**config.mk**
```make
export PLATFORM = sky130hd
export DESIGN_NAME = kalman_altitude_velocity_filter_core
export DESIGN_NICKNAME = d
export VERILOG_FILES = /design/src/rtl/kavf_pkg.sv /design/src/rtl/kavf_div.sv /design/src/rtl/kalman_altitude_velocity_filter_core.sv
export SDC_FILE = /design/constraint.sdc
export NUM_CORES = 2
export LEC_CHECK = 0
export BUFFER_PORTS_ARGS = -buffer_cell sky130_fd_sc_hd__buf_2
export CAP_MARGIN = 15
export CELL_PAD_IN_SITES_DETAIL_PLACEMENT = 1
export CELL_PAD_IN_SITES_GLOBAL_PLACEMENT = 1
export CORE_AREA = 2 2 478 480
export CTS_CLUSTER_DIAMETER = 120
export DETAILED_ROUTE_END_ITERATION = 10
export DIE_AREA = 0 0 480 482
export PLACE_DENSITY = 0.74
export SETUP_SLACK_MARGIN = 0.2
export SLEW_MARGIN = 30
export SYNTH_ARGS = -nofsm -noshare
export SYNTH_HDL_FRONTEND = slang
export SYNTH_SLANG_ARGS = --single-unit
```
**constraint.sdc**
```tcl
create_clock -name clk_i -period 17.2 [get_ports clk_i]
set_input_delay 3.44 -clock clk_i [delete_from_list [all_inputs] [get_ports clk_i]]
set_output_delay 3.44 -clock clk_i [all_outputs]
set_load 0.02 [all_outputs]
```
**src/rtl/kavf_pkg.sv**
```systemverilog
// ----------------------------------------------------------------------------
// kavf_pkg
// Shared types, constants and the micro-program of the altitude/velocity
// tracking filter.
// ----------------------------------------------------------------------------
package kavf_pkg;

  localparam int unsigned DataWidth = 32;
  localparam int unsigned FracBits  = 16;
  localparam int unsigned DivBits   = DataWidth + FracBits;
  localparam int unsigned CfgIdxW   = 3;
  localparam int unsigned NumSteps  = 26;
  localparam int unsigned StepW     = $clog2(NumSteps);

  typedef logic signed [DataWidth-1:0] word_t;

  localparam word_t QOne = word_t'(1) <<< FracBits;

  typedef enum logic [CfgIdxW-1:0] {
    CFG_MEAS_NOISE = 3'd0,
    CFG_ALT_NOISE  = 3'd1,
    CFG_VEL_NOISE  = 3'd2,
    CFG_START_ALT  = 3'd3
  } cfg_idx_e;

  typedef enum logic [1:0] {
    OP_ADD,
    OP_SUB,
    OP_MUL,
    OP_DIV
  } op_e;

  typedef enum logic [4:0] {
    RG_ALT, RG_VEL, RG_PAA, RG_PAV, RG_PVA, RG_PVV,
    RG_MEAS, RG_DT, RG_P00, RG_P01, RG_P10, RG_P11,
    RG_S, RG_K0, RG_K1, RG_TMP,
    RG_NOISE, RG_QA, RG_QV, RG_ONE
  } reg_e;

  typedef struct packed {
    op_e  op;
    reg_e src_a;
    reg_e src_b;
    reg_e dst;
  } uop_t;

  typedef enum logic [2:0] {
    ST_IDLE,
    ST_EXEC,
    ST_MULRND,
    ST_DIVW,
    ST_FLUSH
  } seq_state_e;

  // Predict, form innovation and gains, then correct state and covariance.
  function automatic uop_t step_uop(input logic [StepW-1:0] idx);
    uop_t u;
    case (idx)
      5'd0:    u = '{OP_MUL, RG_DT,   RG_VEL,  RG_TMP};
      5'd1:    u = '{OP_ADD, RG_ALT,  RG_TMP,  RG_ALT};
      5'd2:    u = '{OP_MUL, RG_DT,   RG_PVV,  RG_TMP};
      5'd3:    u = '{OP_ADD, RG_PAV,  RG_TMP,  RG_P01};
      5'd4:    u = '{OP_ADD, RG_PVA,  RG_TMP,  RG_P10};
      5'd5:    u = '{OP_MUL, RG_DT,   RG_PVA,  RG_TMP};
      5'd6:    u = '{OP_ADD, RG_PAA,  RG_TMP,  RG_P00};
      5'd7:    u = '{OP_MUL, RG_DT,   RG_P01,  RG_TMP};
      5'd8:    u = '{OP_ADD, RG_P00,  RG_TMP,  RG_P00};
      5'd9:    u = '{OP_ADD, RG_P00,  RG_QA,   RG_P00};
      5'd10:   u = '{OP_ADD, RG_PVV,  RG_QV,   RG_P11};
      5'd11:   u = '{OP_SUB, RG_MEAS, RG_ALT,  RG_MEAS};
      5'd12:   u = '{OP_ADD, RG_P00,  RG_NOISE, RG_S};
      5'd13:   u = '{OP_DIV, RG_P00,  RG_S,    RG_K0};
      5'd14:   u = '{OP_DIV, RG_P10,  RG_S,    RG_K1};
      5'd15:   u = '{OP_MUL, RG_K0,   RG_MEAS, RG_TMP};
      5'd16:   u = '{OP_ADD, RG_ALT,  RG_TMP,  RG_ALT};
      5'd17:   u = '{OP_MUL, RG_K1,   RG_MEAS, RG_TMP};
      5'd18:   u = '{OP_ADD, RG_VEL,  RG_TMP,  RG_VEL};
      5'd19:   u = '{OP_SUB, RG_ONE,  RG_K0,   RG_S};
      5'd20:   u = '{OP_MUL, RG_S,    RG_P00,  RG_PAA};
      5'd21:   u = '{OP_MUL, RG_S,    RG_P01,  RG_PAV};
      5'd22:   u = '{OP_MUL, RG_K1,   RG_P00,  RG_TMP};
      5'd23:   u = '{OP_SUB, RG_P10,  RG_TMP,  RG_PVA};
      5'd24:   u = '{OP_MUL, RG_K1,   RG_P01,  RG_TMP};
      5'd25:   u = '{OP_SUB, RG_P11,  RG_TMP,  RG_PVV};
      default: u = '{OP_ADD, RG_TMP,  RG_TMP,  RG_TMP};
    endcase
    return u;
  endfunction

endpackage

```
**src/rtl/kavf_div.sv**
```systemverilog
// ----------------------------------------------------------------------------
// kavf_div
// Serial fixed-point divider, two quotient bits a cycle, rounded to nearest
// and saturated to the word range. Divisor must be positive.
// ----------------------------------------------------------------------------
module kavf_div import kavf_pkg::*; (
  input  logic  clk_i,
  input  logic  rst_ni,
  input  logic  start_i,
  input  word_t num_i,
  input  word_t den_i,
  output logic  done_o,
  output word_t quo_o
);

  localparam int unsigned CntW = $clog2(DivBits / 2 + 1);

  logic [DivBits-1:0] dvd_q, dvd_d;
  logic [DivBits-1:0] quo_q, quo_d;
  logic [DataWidth:0] rem_q, rem_d;
  logic [DataWidth:0] den_q;
  logic               neg_q;
  logic [CntW-1:0]    cnt_q;
  logic               busy_q, done_q;

  logic [DataWidth-1:0] mag;
  logic [DataWidth:0]   r_tmp;
  logic [DataWidth:0]   half_gap;
  logic [DivBits:0]     q_rnd;
  logic [DivBits:0]     lim;
  logic [DataWidth-1:0] q_sat;

  assign mag = num_i[DataWidth-1] ? DataWidth'(-num_i) : DataWidth'(num_i);

  // Two restoring steps per cycle.
  always_comb begin
    dvd_d = dvd_q;
    quo_d = quo_q;
    rem_d = rem_q;
    for (int i = 0; i < 2; i++) begin
      r_tmp = {rem_d[DataWidth-1:0], dvd_d[DivBits-1]};
      dvd_d = {dvd_d[DivBits-2:0], 1'b0};
      if (r_tmp >= den_q) begin
        rem_d = r_tmp - den_q;
        quo_d = {quo_d[DivBits-2:0], 1'b1};
      end else begin
        rem_d = r_tmp;
        quo_d = {quo_d[DivBits-2:0], 1'b0};
      end
    end
  end

  always_ff @(posedge clk_i or negedge rst_ni) begin
    if (!rst_ni) begin
      busy_q <= 1'b0;
      done_q <= 1'b0;
      cnt_q  <= '0;
    end else begin
      done_q <= 1'b0;
      if (start_i) begin
        busy_q <= 1'b1;
        cnt_q  <= CntW'(DivBits / 2);
      end else if (busy_q) begin
        cnt_q <= cnt_q - 1'b1;
        if (cnt_q == CntW'(1)) begin
          busy_q <= 1'b0;
          done_q <= 1'b1;
        end
      end
    end
  end

  always_ff @(posedge clk_i) begin
    if (start_i) begin
      dvd_q <= {mag, FracBits'(0)};
      quo_q <= '0;
      rem_q <= '0;
      den_q <= {1'b0, den_i};
      neg_q <= num_i[DataWidth-1];
    end else if (busy_q) begin
      dvd_q <= dvd_d;
      quo_q <= quo_d;
      rem_q <= rem_d;
    end
  end

  // Round half up on the remainder, then clamp.
  always_comb begin
    half_gap = den_q - rem_q;
    q_rnd    = {1'b0, quo_q} + ((rem_q >= half_gap) ? (DivBits+1)'(1) : '0);
    lim      = neg_q ? ((DivBits+1)'(1) << (DataWidth-1))
                     : (((DivBits+1)'(1) << (DataWidth-1)) - 1'b1);
    q_sat    = (q_rnd > lim) ? lim[DataWidth-1:0] : q_rnd[DataWidth-1:0];
  end

  assign done_o = done_q;
  assign quo_o  = neg_q ? word_t'(-q_sat) : word_t'(q_sat);

endmodule

```
**src/rtl/kalman_altitude_velocity_filter_core.sv**
```systemverilog
// ----------------------------------------------------------------------------
// kalman_altitude_velocity_filter_core
// Two-state constant-velocity tracking filter for altitude and climb rate.
// ----------------------------------------------------------------------------
// Each item (altitude reading, time step) runs a 26-step micro-program on one
// shared 32x32 multiplier, one saturating adder and a serial divider. An add
// writes straight from the adder, a multiply registers its product and rounds
// it in a state of its own, and each gain division waits for the divider, or
// writes a zero gain when the innovation variance is not positive; the two
// divisions take most of an item's time. The input is not ready while an item
// is in work, so the next item is accepted only after the previous one is
// finished; a finished result waits in an output register and does not stop
// the next item. Writing any configuration register (indices 0 to 3) resets
// the estimate: covariance to identity, velocity to zero, altitude to the
// start value. Write configuration only while the block is idle.
module kalman_altitude_velocity_filter_core import kavf_pkg::*; (
  input  logic                clk_i,
  input  logic                rst_ni,
  input  logic                s_axis_tvalid,
  output logic                s_axis_tready,
  input  logic [47:0]         s_axis_tdata,  // measured_altitude[31:0], time_step[47:32]
  output logic                m_axis_tvalid,
  input  logic                m_axis_tready,
  output logic [63:0]         m_axis_tdata,  // est_altitude[31:0], est_velocity[63:32]
  input  logic                cfg_we_i,
  input  logic [CfgIdxW-1:0]  cfg_idx_i,
  input  logic [DataWidth-1:0] cfg_wdata_i
);

  seq_state_e state_q, state_d;
  logic [StepW-1:0] step_q;

  logic [DataWidth-2:0] noise_q, qa_q, qv_q;
  word_t                start_q;
  word_t alt_q, vel_q, paa_q, pav_q, pva_q, pvv_q;
  word_t meas_q, dt_q, p00_q, p01_q, p10_q, p11_q, s_q, k0_q, k1_q, tmp_q;

  logic [63:0] prod_q;
  logic        prod_neg_q;
  logic        out_valid_q;
  logic [63:0] out_data_q;

  uop_t  uop;
  word_t opa, opb, alu_res, wr_data, rnd_res, div_res;
  logic  wr_en, last_step, s_nonpos, div_start, div_done, mul_cap;
  logic  accept, cfg_hit;

  assign uop       = step_uop(step_q);
  assign last_step = (step_q == StepW'(NumSteps - 1));
  assign s_nonpos  = (s_q <= 0);
  assign accept    = s_axis_tvalid && s_axis_tready;
  assign cfg_hit   = cfg_we_i && (cfg_idx_i <= CFG_START_ALT);

  function automatic word_t rd(input reg_e sel, input word_t a, v, paa, pav, pva,
                               pvv, ms, dt, p00, p01, p10, p11, s, k0, k1, t,
                               input logic [DataWidth-2:0] nz, qa, qv);
    word_t r;
    case (sel)
      RG_ALT:   r = a;
      RG_VEL:   r = v;
      RG_PAA:   r = paa;
      RG_PAV:   r = pav;
      RG_PVA:   r = pva;
      RG_PVV:   r = pvv;
      RG_MEAS:  r = ms;
      RG_DT:    r = dt;
      RG_P00:   r = p00;
      RG_P01:   r = p01;
      RG_P10:   r = p10;
      RG_P11:   r = p11;
      RG_S:     r = s;
      RG_K0:    r = k0;
      RG_K1:    r = k1;
      RG_TMP:   r = t;
      RG_NOISE: r = word_t'({1'b0, nz});
      RG_QA:    r = word_t'({1'b0, qa});
      RG_QV:    r = word_t'({1'b0, qv});
      RG_ONE:   r = QOne;
      default:  r = '0;
    endcase
    return r;
  endfunction

  assign opa = rd(uop.src_a, alt_q, vel_q, paa_q, pav_q, pva_q, pvv_q, meas_q, dt_q,
                  p00_q, p01_q, p10_q, p11_q, s_q, k0_q, k1_q, tmp_q, noise_q, qa_q, qv_q);
  assign opb = rd(uop.src_b, alt_q, vel_q, paa_q, pav_q, pva_q, pvv_q, meas_q, dt_q,
                  p00_q, p01_q, p10_q, p11_q, s_q, k0_q, k1_q, tmp_q, noise_q, qa_q, qv_q);

  // Saturating add / subtract.
  logic signed [DataWidth:0] sum;
  always_comb begin
    if (uop.op == OP_SUB) sum = {opa[DataWidth-1], opa} - {opb[DataWidth-1], opb};
    else                  sum = {opa[DataWidth-1], opa} + {opb[DataWidth-1], opb};
    if (sum[DataWidth] != sum[DataWidth-1]) begin
      alu_res = sum[DataWidth] ? {1'b1, {(DataWidth-1){1'b0}}} : {1'b0, {(DataWidth-1){1'b1}}};
    end else begin
      alu_res = sum[DataWidth-1:0];
    end
  end

  // Multiplier: magnitudes, registered product, round and clamp next cycle.
  logic [DataWidth-1:0] mag_a, mag_b;
  logic [63:0]          prod_r;
  logic [63-FracBits:0] prod_sh, prod_lim;
  logic [DataWidth-1:0] prod_sat;
  assign mag_a = opa[DataWidth-1] ? DataWidth'(-opa) : DataWidth'(opa);
  assign mag_b = opb[DataWidth-1] ? DataWidth'(-opb) : DataWidth'(opb);

  always_comb begin
    prod_r   = prod_q + (64'd1 << (FracBits - 1));
    prod_sh  = prod_r[63:FracBits];
    prod_lim = prod_neg_q ? ((64-FracBits)'(1) << (DataWidth-1))
                          : (((64-FracBits)'(1) << (DataWidth-1)) - 1'b1);
    prod_sat = (prod_sh > prod_lim) ? prod_lim[DataWidth-1:0] : prod_sh[DataWidth-1:0];
    rnd_res  = prod_neg_q ? word_t'(-prod_sat) : word_t'(prod_sat);
  end

  always_ff @(posedge clk_i) begin
    if (mul_cap) begin
      prod_q     <= 64'(mag_a) * 64'(mag_b);
      prod_neg_q <= opa[DataWidth-1] ^ opb[DataWidth-1];
    end
  end

  kavf_div u_div (
    .clk_i  (clk_i),
    .rst_ni (rst_ni),
    .start_i(div_start),
    .num_i  (opa),
    .den_i  (opb),
    .done_o (div_done),
    .quo_o  (div_res)
  );

  // Next state.
  always_comb begin
    state_d = state_q;
    case (state_q)
      ST_IDLE: if (accept) state_d = ST_EXEC;
      ST_EXEC: begin
        case (uop.op)
          OP_MUL:  state_d = ST_MULRND;
          OP_DIV:  state_d = s_nonpos ? (last_step ? ST_FLUSH : ST_EXEC) : ST_DIVW;
          default: state_d = last_step ? ST_FLUSH : ST_EXEC;
        endcase
      end
      ST_MULRND: state_d = last_step ? ST_FLUSH : ST_EXEC;
      ST_DIVW:   if (div_done) state_d = last_step ? ST_FLUSH : ST_EXEC;
      ST_FLUSH:  if (!out_valid_q || m_axis_tready) state_d = ST_IDLE;
      default:   state_d = ST_IDLE;
    endcase
  end

  // Datapath controls.
  always_comb begin
    wr_en     = 1'b0;
    wr_data   = alu_res;
    mul_cap   = 1'b0;
    div_start = 1'b0;
    case (state_q)
      ST_EXEC: begin
        case (uop.op)
          OP_MUL:  mul_cap = 1'b1;
          OP_DIV: begin
            if (s_nonpos) begin
              wr_en   = 1'b1;
              wr_data = '0;
            end else begin
              div_start = 1'b1;
            end
          end
          default: wr_en = 1'b1;
        endcase
      end
      ST_MULRND: begin
        wr_en   = 1'b1;
        wr_data = rnd_res;
      end
      ST_DIVW: begin
        wr_en   = div_done;
        wr_data = div_res;
      end
      default: ;
    endcase
  end

  always_ff @(posedge clk_i or negedge rst_ni) begin
    if (!rst_ni) begin
      state_q <= ST_IDLE;
      step_q  <= '0;
    end else begin
      state_q <= state_d;
      if (accept) step_q <= '0;
      else if (wr_en && !last_step) step_q <= step_q + 1'b1;
    end
  end

  // Configuration and filter state.
  always_ff @(posedge clk_i or negedge rst_ni) begin
    if (!rst_ni) begin
      noise_q <= (DataWidth-1)'(65536);
      qa_q    <= (DataWidth-1)'(66);
      qv_q    <= (DataWidth-1)'(655);
      start_q <= '0;
      alt_q   <= '0;
      vel_q   <= '0;
      paa_q   <= QOne;
      pav_q   <= '0;
      pva_q   <= '0;
      pvv_q   <= QOne;
    end else if (cfg_hit) begin
      case (cfg_idx_i)
        CFG_MEAS_NOISE: noise_q <= cfg_wdata_i[DataWidth-2:0];
        CFG_ALT_NOISE:  qa_q    <= cfg_wdata_i[DataWidth-2:0];
        CFG_VEL_NOISE:  qv_q    <= cfg_wdata_i[DataWidth-2:0];
        default:        start_q <= cfg_wdata_i;
      endcase
      alt_q <= (cfg_idx_i == CFG_START_ALT) ? cfg_wdata_i : start_q;
      vel_q <= '0;
      paa_q <= QOne;
      pav_q <= '0;
      pva_q <= '0;
      pvv_q <= QOne;
    end else if (wr_en) begin
      case (uop.dst)
        RG_ALT: alt_q <= wr_data;
        RG_VEL: vel_q <= wr_data;
        RG_PAA: paa_q <= wr_data;
        RG_PAV: pav_q <= wr_data;
        RG_PVA: pva_q <= wr_data;
        RG_PVV: pvv_q <= wr_data;
        default: ;
      endcase
    end
  end

  // Scratch registers.
  always_ff @(posedge clk_i) begin
    if (accept) begin
      meas_q <= s_axis_tdata[31:0];
      dt_q   <= word_t'({16'd0, s_axis_tdata[47:32]});
    end else if (wr_en) begin
      case (uop.dst)
        RG_MEAS: meas_q <= wr_data;
        RG_P00:  p00_q  <= wr_data;
        RG_P01:  p01_q  <= wr_data;
        RG_P10:  p10_q  <= wr_data;
        RG_P11:  p11_q  <= wr_data;
        RG_S:    s_q    <= wr_data;
        RG_K0:   k0_q   <= wr_data;
        RG_K1:   k1_q   <= wr_data;
        RG_TMP:  tmp_q  <= wr_data;
        default: ;
      endcase
    end
  end

  // Output register: load on flush, drop once taken.
  always_ff @(posedge clk_i or negedge rst_ni) begin
    if (!rst_ni) begin
      out_valid_q <= 1'b0;
    end else if (state_q == ST_FLUSH && (!out_valid_q || m_axis_tready)) begin
      out_valid_q <= 1'b1;
    end else if (m_axis_tready) begin
      out_valid_q <= 1'b0;
    end
  end

  always_ff @(posedge clk_i) begin
    if (state_q == ST_FLUSH && (!out_valid_q || m_axis_tready)) begin
      out_data_q <= {vel_q, alt_q};
    end
  end

  assign s_axis_tready = (state_q == ST_IDLE);
  assign m_axis_tvalid = out_valid_q;
  assign m_axis_tdata  = out_data_q;

endmodule

```
==> results by group <==
Status
  – Run status: complete, no violations

Timing
  – Final setup viols: 0
  – Final Max Slew Viols: 0
  – RSZ-0062 raised after global routing: false
  – Slew @ Worst Pin: 1250 ps
  – F_max: 64.2 MHz
  – Fin Setup TNS: 0 ps
  – Final hold vios: 0
  – Final period util: 0.906
  – Clk_skew: 124 ps
  – Max-slew headroom: 0.159
  – Final Critical Period: 15590 ps

Placed design
  – Post-DP HPWL: 321 mm
  – GPL Wtd Cong: 1.04
  – Placed inst area: 96000 um2
  – # port buffers: 153

Hold path
  – Hold EP: start_q[8]
  – Worst Hold Class: flip-flop to flip-flop
  – Hold Crit Start: start_q[8]
  – Hold-critical path depth: 1

Worst setup path
  – Internal reg-to-reg setup slack: 1610 ps
  – CP peak stage delay: 880 ps
  – R2R Path Start: step_q[2]
  – Slowest-stage cell, CP: nand2_1
  – Worst EP required: 17780 ps
  – Reg2reg path depth: 43
  – Worst Path Arrival: 16170 ps
  – Crit-path max FO: 47
  – Critical Path End Type: flip-flop
  – CP dominant cell by count: fa_1
  – CP Class: flip-flop to flip-flop
  – Startpoint Class: flip-flop
  – Worst R2R End: prod_q[62]

Synthesis
  – Post-synthesis cell type count: 122
  – Most used DFF post-synth: edfxtp_1
  – Register area share after synthesis: 0.272
  – Ys Warns: 0
  – Synthesized net count: 11.2k
  – Post-Syn Area per Cell: 9.23 um2
  – Seq cells post-synth: 897
  – Gate Count Post-Synth: 9742
  – Mapped Area: 89900 um2
  – Post-synth ARST share: 0.371
  – Post-synth EDFFs: 483

Global route
  – Initial antenna violation count: 33
  – Tot GR Track Use: 0.363
  – GR Overflow Total: 0
  – Largest net degree at the start of global routing: 89
  – First-pass GRT wire length: 609 mm
  – Vias in the first global route: 85.0k

Clock network
  – CTS buffer count: 100
  – Sink Count: 897
  – CTS tree: built
  – Worst skew pair latency: 830 ps
  – Post-CTS Resized: 0
  – Clock slew seen by the registers of the worst setup and hold paths: 70 ps
  – CTS root buf: clkbuf_16
  – Post-CTS setup buffers: 0
  – H-tree depth: 3
  – CTS Buffer Depth: 3
  – Hold bufs inserted after CTS: 0

Route
  – Post-route ant nets: 0
  – WL final: 424 mm
  – Drt wl/cell: 32.9 um
  – Via density: 6.28
  – DR pass1 iterations: 8
  – Via count: 80.9k
  – DRT iter0 DRCs: 9029
  – DRC: 0

Flow run
  – Max cap viols: 0

Layout
  – Final net count: 11.3k
  – Post-Layout Inst Area: 99600 um2
  – Area grow syn2layout: 10.8%
  – Share of cells above drive strength 1: 0.117

Floorplan
  – Starting density of the core: 0.397
  – Die ar.: 231000 um2
  – Die Width: 480 um
  – Core box area: 226000 um2
  – Site row count: 175
  – Die height: 482 um
  – Total I/O pin count: 154
synth_stat cells (81+ instances only):
cell type,count,area [um2]
a21o_1,145,1090
and2_1,84,526
buf_2,86,430
o22ai_1,112,701
nand3_1,232,1160
mux2_2,198,2230
ha_1,508,6360
edfxtp_1,483,14500
inv_1,1217,4570
clkbuf_1,388,1460
nor3_1,137,686
fa_1,899,18000
dfrtp_1,322,8060
nand2_1,1070,4020
a22oi_1,122,916
o21ai_0,433,2170
xor2_1,124,1090
mux2i_1,195,1950
dfxtp_1,81,1620
nor2_1,844,3170
a21oi_1,650,3250
xnor2_1,247,2160
nand4_1,89,557
logic make-up (layout without fill, tap and decap cells):
logic type,Yosys count,in the layout,synth area share
compound gates,1989,1989,0.141
other cells,0,21,0
fa+ha+maj,1407,1407,0.271
mux,438,438,0.0570
buf+inv,1777,1899,0.0783
flops,897,897,0.272
xor+xnor,375,375,0.0368
simple gates,2859,2859,0.144
per-stage QoR:
step            util  worst slack, ps  instances  hold slack [ps]
4_1_cts        0.439             2070      12900              503
2_1_floorplan      -             5080       9742              431
3_3_place_gp   0.423             2330      12700              481
3_5_place_dp   0.424             2170      12700              487
6_report       0.440             1610      12900              502
5_1_grt        0.440             1150      12900              516
state kept, by name, summed over array words and instances (netlist names), 33 cells and up:
name,flops
m_axis_tdata,64
prod_q,49
u_div.rem_q,33
u_div.quo_q,48
metal layers:
| layer | GRT usage | share of wire |
|---|---|---|
| met1 | 0.447 | 0.38 |
| met2 | 0.557 | 0.44 |
| met3 | 0.0951 | 0.10 |
| met4 | 0.250 | 0.083 |
| met5 | 0 | 0.00030 |
worst max path at each step:
stage / start / endpoint
final: step_q[2] / prod_q[62]
after global placement: step_q[4] / prod_q[63]
after detailed placement: step_q[1] / prod_q[62]
after floorplan: step_q[1] / prod_q[58]
after global routing: u_div.den_q[0] / tmp_q[28]
after CTS: step_q[0] / prod_q[62]
final cells by class:
type | instances | area, um2
antenna | 21 | 52.6
clock buffer | 134 | 2820
clock inverter | 56 | 639
fill | 25900 | 127000
inverter | 1225 | 4600
multi-input combinational | 7068 | 59800
sequential | 897 | 24500
tap | 3009 | 3760
timing repair buffer | 484 | 3460
cell usage in the layout (no fill, tap or decap), types with 22 or more instances in the layout:
master	n
or3_1	40
and2_1	72
mux4_2	39
o21a_1	29
o22ai_1	112
fa_1	899
nor2_1	832
o31ai_1	22
xor2_1	110
dfxtp_1	81
nand3_1	231
nand2b_1	70
a22o_1	22
nor3_1	127
nor2b_1	58
edfxtp_1	483
o21ai_0	432
inv_1	1216
xnor2_2	42
a31oi_1	38
a21o_1	145
mux2_2	198
buf_2	153
buf_4	314
nand4_1	89
a22oi_1	120
a21oi_1	649
xnor2_1	186
and3_1	65
mux2i_1	193
ha_1	508
dfrtp_1	321
clkbuf_16	106
a211oi_1	66
a222oi_1	26
nand2_1	1066
a221oi_1	27
nor4_1	33
critical path: cells and delay by family, from the launching register on:
family	cells	cell delay, ps
AO/OA/AOI/OAI	14	3020
XOR/XNOR	1	460
adder cells (fa/ha/maj)	9	4450
buffers and inverters	4	1280
flip-flops	1	830
AND/OR/NAND/NOR	15	5190
Power is left out: the tool's default activity adds up to more than one toggle a clock period on the data nets, which glitch-free logic cannot reach.
